**config.mk**
```make
export PLATFORM = sky130hd
export DESIGN_NAME = gemm_ram
export DESIGN_NICKNAME = d
export VERILOG_FILES = /design/src/rtl/gemm_ram.sv
export SDC_FILE = /design/constraint.sdc
export NUM_CORES = 2
export LEC_CHECK = 0
export BUFFER_PORTS_ARGS = -buffer_cell sky130_fd_sc_hd__buf_4
export CORE_MARGIN = 4
export CORE_UTILIZATION = 30
export DETAILED_ROUTE_END_ITERATION = 16
export PLACE_DENSITY_LB_ADDON = 0.15
export SYNTH_ARGS = -nofsm -noshare
export SYNTH_HDL_FRONTEND = slang
export SYNTH_SLANG_ARGS = --single-unit
```
**constraint.sdc**
```tcl
create_clock -name clk -period 7 [get_ports clk]
set_input_delay 1.4 -clock clk [delete_from_list [all_inputs] [get_ports clk]]
set_output_delay 1.4 -clock clk [all_outputs]
set_load 0.1 [all_outputs]
```
**src/rtl/gemm_ram.sv**
```systemverilog
module gemm_ram #(
	parameter int WIDTH = 64,
	parameter int DEPTH = 64
) (
	input  logic                                   clk,
	input  logic                                   we,
	input  logic [(DEPTH > 1 ? $clog2(DEPTH) : 1)-1:0] waddr,
	input  logic [WIDTH-1:0]                       wdata,
	input  logic                                   re,
	input  logic [(DEPTH > 1 ? $clog2(DEPTH) : 1)-1:0] raddr,
	output logic [WIDTH-1:0]                       rdata
);

	logic [WIDTH-1:0] mem [DEPTH];

	always_ff @(posedge clk) begin
		if (we) begin
			mem[waddr] <= wdata;
		end
		if (re) begin
			rdata <= mem[raddr];
		end
	end

endmodule

```
; After elaboration in Yosys (flattened, before gate mapping)
; Memory sizes are Yosys's and may differ from the RTL's. A register that Yosys moved wholly into a read port is not among the register bits.
; Index checks and enable logic that the tools add are counted.
[totals]
register_bits = 0
ramBits = 4096
in_bits = 79
out_inout_bits = 64
wordCells = 3
memories = 1
[classes]
mux = 2
[memory_table]
columns = memory, depth, width, rd, rd_ports_with_merged_regs, write_ports, line_no
row1 = mem, 64, 64, 1, 1, 1, 14  ; logic [WIDTH-1:0] mem [DEPTH];
[ops]
columns = op, n
row1 = two-way mux 1 bit, 2

; Longest topological paths before layout
[depth]
depth_word = 2
mapped_depth = 9
mapped_depth_nobuf = 5

; Least setup slack after synthesis
; Ideal clock, no wire load.
[synth_path]
path_type = input to register
start = input waddr[3] (netlist bit)
end = memory mem[48][0], enable pin
setup_ns = 0.564
arrival_ns = 6.272
t_required_ns = 6.436
path_slack_ns = 0.164
cell_stages = 4
path_buffers = 1
cell_sequence = clkbuf_1 -> nor2b_1 -> nand4b_1 -> nor3_1
[synth_lines]
columns = element, line_no
row1 = start: declaration, 7  ; input logic [(DEPTH > 1 ? $clog2(DEPTH) : 1)-1:0] waddr,
row2 = end: declaration, 14
; No word-level cell before the write port.

==> flow_metrics.py <==
metrics = {
    "run_status": {
        "status": "finished clean",
    },
    "route": {
        "dr.pass1.iters": 5,
        "via_per_inst": 5.21,
        "drt_iter0_drc": 8106,
        "antenna_left": 0,
        "drc": 0,
        "wl_per_cell_um": 35.2,
        "finalWirelength_mm": 506,
        "via_count": 74900,
    },
    "sta": {
        "hold_violations": 0,
        "timing.final.crit_share": 0.554,
        "setup_viol": 0,
        "slew_headroom": 0.158,
        "fin_crit_ps": 3880,
        "setup_tns_ps": 0,
        "fin_skew_ps": 46.1,
        "rsz0062_at_grt": "false",
        "slew_viol_final": 0,
        "tightest_slew_ps": 1260,
        "fmax_ghz": 0.258,
    },
    "setup_path": {
        "required_ps": 7720,
        "arrival_ps": 4590,
        "worst-path-max-fanout": 43,
        "reg2reg_depth": 4,
        "start_kind": "input port",
        "crit_type": "input port to flop",
        "end_kind": "flop",
    },
    "cells_and_area": {
        "finalNonFillerCells": 14400,
        "synthToLayoutAreaGrowth_pct": 16.0,
        "fin_util": 0.349,
        "nFillCells": 48000,
        "drive_above_1_share": 0.283,
        "nNetsFinal": 7137,
    },
    "clock_tree": {
        "cts_hold_buf": 0,
        "cts_buffer_depth": 4,
        "ctsResizeCount": 0,
        "cts_buffers": 450,
        "clock_sink_count": 4160,
        "post_cts_buffers": 0,
        "path_clk_slew_ps": 60,
        "cts_tree": "built",
        "insertion_delay_ps": 1010,
        "cts.htree.levels": 5,
        "root_buffer": "clkbuf_16",
    },
    "floorplan": {
        "io_pins": 143,
        "start_util": 0.301,
        "core_mm2": 0.521,
        "die-area_mm2": 0.535,
        "dieWidth_um": 731,
        "die_height_um": 731,
        "rows": 265,
    },
    "power_and_ir_drop": {
        "clkPwrFrac": 0.425,
        "peakVddDrop_mv": 0.216,
        "power.internal_mw": 41.1,
        "comb_power_share": 0.051,
        "power_frac_seq": 0.524,
        "p_leak_nw": 55.6,
        "power.switching_mw": 11.8,
        "power.density_mw_per_mm2": 290,
        "sw_frac_of_total": 0.223,
        "totalPowerFinal_mw": 52.9,
    },
    "global_route": {
        "grt_pass1_wl_mm": 684,
        "track_usage": 0.186,
        "grt_pass1_vias": 77900,
        "antenna_found_initial": 51,
        "grt_max_degree": 106,
        "grt.overflow.total": 0,
    },
    "synth": {
        "syn_inst": 6598,
        "ys_types": 32,
        "synth_edf_count": 4160,
        "async_flop_share": 0,
        "avgSynthCellArea_um2": 23.8,
        "syn_area_mm2": 0.157,
        "ys.flop_type": "edfxtp_1",
        "ys_seq_area_frac": 0.796,
        "ys_seq_elements": 4160,
        "synthesis.nets": 6677,
        "yosys_warnings": 0,
    },
    "run": {
        "drv_cap": 0,
    },
    "placed_design": {
        "dp.cells": 13500,
        "port_buffers": 142,
        "place_congestion": 0.737,
        "place_hpwl_mm": 266,
    },
    "hold_path": {
        "whs_path_depth": 4,
        "min_path_type": "flop to flop",
    },
}
[Yosys cell counts (6+ instances only)]
cell type | number | share of area
o221ai_1 | 38 | 0.0021
edfxtp_1 | 4160 | 0.80
a211oi_1 | 63 | 0.0030
a2bb2oi_1 | 19 | 0.0011
buf_2 | 170 | 0.0054
nor2b_1 | 28 | 0.0011
nor2_1 | 112 | 0.0027
buf_6 | 6 | 0.00043
and3_1 | 64 | 0.0026
or3_1 | 29 | 0.0012
nand2_1 | 58 | 0.0014
buf_1 | 20 | 0.00048
a22oi_1 | 168 | 0.0080
inv_1 | 19 | 0.00045
a22o_1 | 88 | 0.0049
a31oi_1 | 18 | 0.00072
clkbuf_1 | 140 | 0.0033
mux2i_1 | 135 | 0.0086
mux4_2 | 1024 | 0.15
a41oi_1 | 26 | 0.0015
or2_2 | 28 | 0.0011
nand2b_1 | 11 | 0.00044
buf_4 | 34 | 0.0016
o22ai_1 | 83 | 0.0033
nand3_1 | 45 | 0.0014
[power groups by stage]
stage | Combinational, mW | Clock, mW | Sequential, mW
final | 2.70 | 22.5 | 27.7
after global routing | 2.87 | 24.2 | 27.7
after CTS | 2.77 | 23.1 | 27.7
after detailed placement | 2.77 | 0 | 28.3
after global placement | 2.73 | 0 | 28.3
after floorplan | 1.29 | 0 | 28.5
[state kept, by name, indices dropped and copies added, names as in the netlist]
name / cells
mem: 4096
rdata: 64
[final cells by class]
class	instances	area (µm²)	share of cell area
antenna	7	17.5	0.0000962
clock buffer	545	11700	0.0642
clock inverter	272	2040	0.0112
inverter	19	71.3	0.000392
multi-input combinational	2049	30800	0.169
sequential	4160	125000	0.686
tap	6942	8690	0.0477
timing repair buffer	378	3920	0.0215
[logic make-up (layout without fill, tap and decap cells)]
| kind of cell | Yosys count | count (layout) | share of synthesized area |
|---|---|---|---|
| flip-flops | 4160 | 4160 | 0.796 |
| multiplexers | 1159 | 1159 | 0.156 |
| AO/OA/AOI/OAI | 504 | 504 | 0.0247 |
| buffers and inverters | 389 | 1214 | 0.0118 |
| AND/OR/NAND/NOR | 386 | 386 | 0.0123 |
| other | 0 | 7 | 0 |
[worst max-delay path: stages]
cell and delay, ps:
buf_4 320, nor2b_4 800, buf_4 800, a22oi_1 200, and3_1 230, a211oi_1 680
[per-layer routing]
metal	global-route usage	vias to the layer above	routed length (µm)
met5	0	-	48
li1	-	29600	-
met3	0.0275	590	26700
met4	0.0424	8	11900
met2	0.315	2355	250000
met1	0.255	42400	218000
[through the flow]
stage	hold WS, ps	worst slack (ps)	area [µm²]
2_1_floorplan	865	164	157000
3_3_place_gp	894	1970	168000
3_5_place_dp	910	1930	168000
4_1_cts	808	3070	182000
5_1_grt	875	3010	182000
6_report	886	3120	182000
[worst paths after layout]
| kind | startpoint | endpoint | slack [ps] |
|---|---|---|---|
| hold / removal | mem[60][2]$_DFFE_PP_ | rdata[2]$_DFFE_PP_ | 890 |
| setup / recovery | raddr[3] | rdata[40]$_DFFE_PP_ | 3120 |
| setup reg to reg | mem[38][52]$_DFFE_PP_ | rdata[52]$_DFFE_PP_ | 4780 |
| hold reg to reg | mem[60][2]$_DFFE_PP_ | rdata[2]$_DFFE_PP_ | 890 |
[cell usage in the layout, fill, tap and decap left out, types with 18 or more instances in the layout]
master	n
buf_12	83
edfxtp_1	4160
o221ai_1	38
buf_4	291
clkbuf_1	91
mux4_2	1024
nor2b_1	24
clkinv_1	134
a22o_1	88
nor2_4	65
a2bb2oi_1	19
a22oi_1	168
or3_1	29
nor2_1	47
mux2i_1	135
nand3_1	45
clkinv_2	81
and3_1	64
a31oi_1	18
inv_1	19
clkbuf_16	454
a211oi_1	63
or2_2	28
nand2_1	54
o22ai_1	83
a41oi_1	26
bufinv_16	20
No activity file was read; power rests on OpenSTA's default activity.
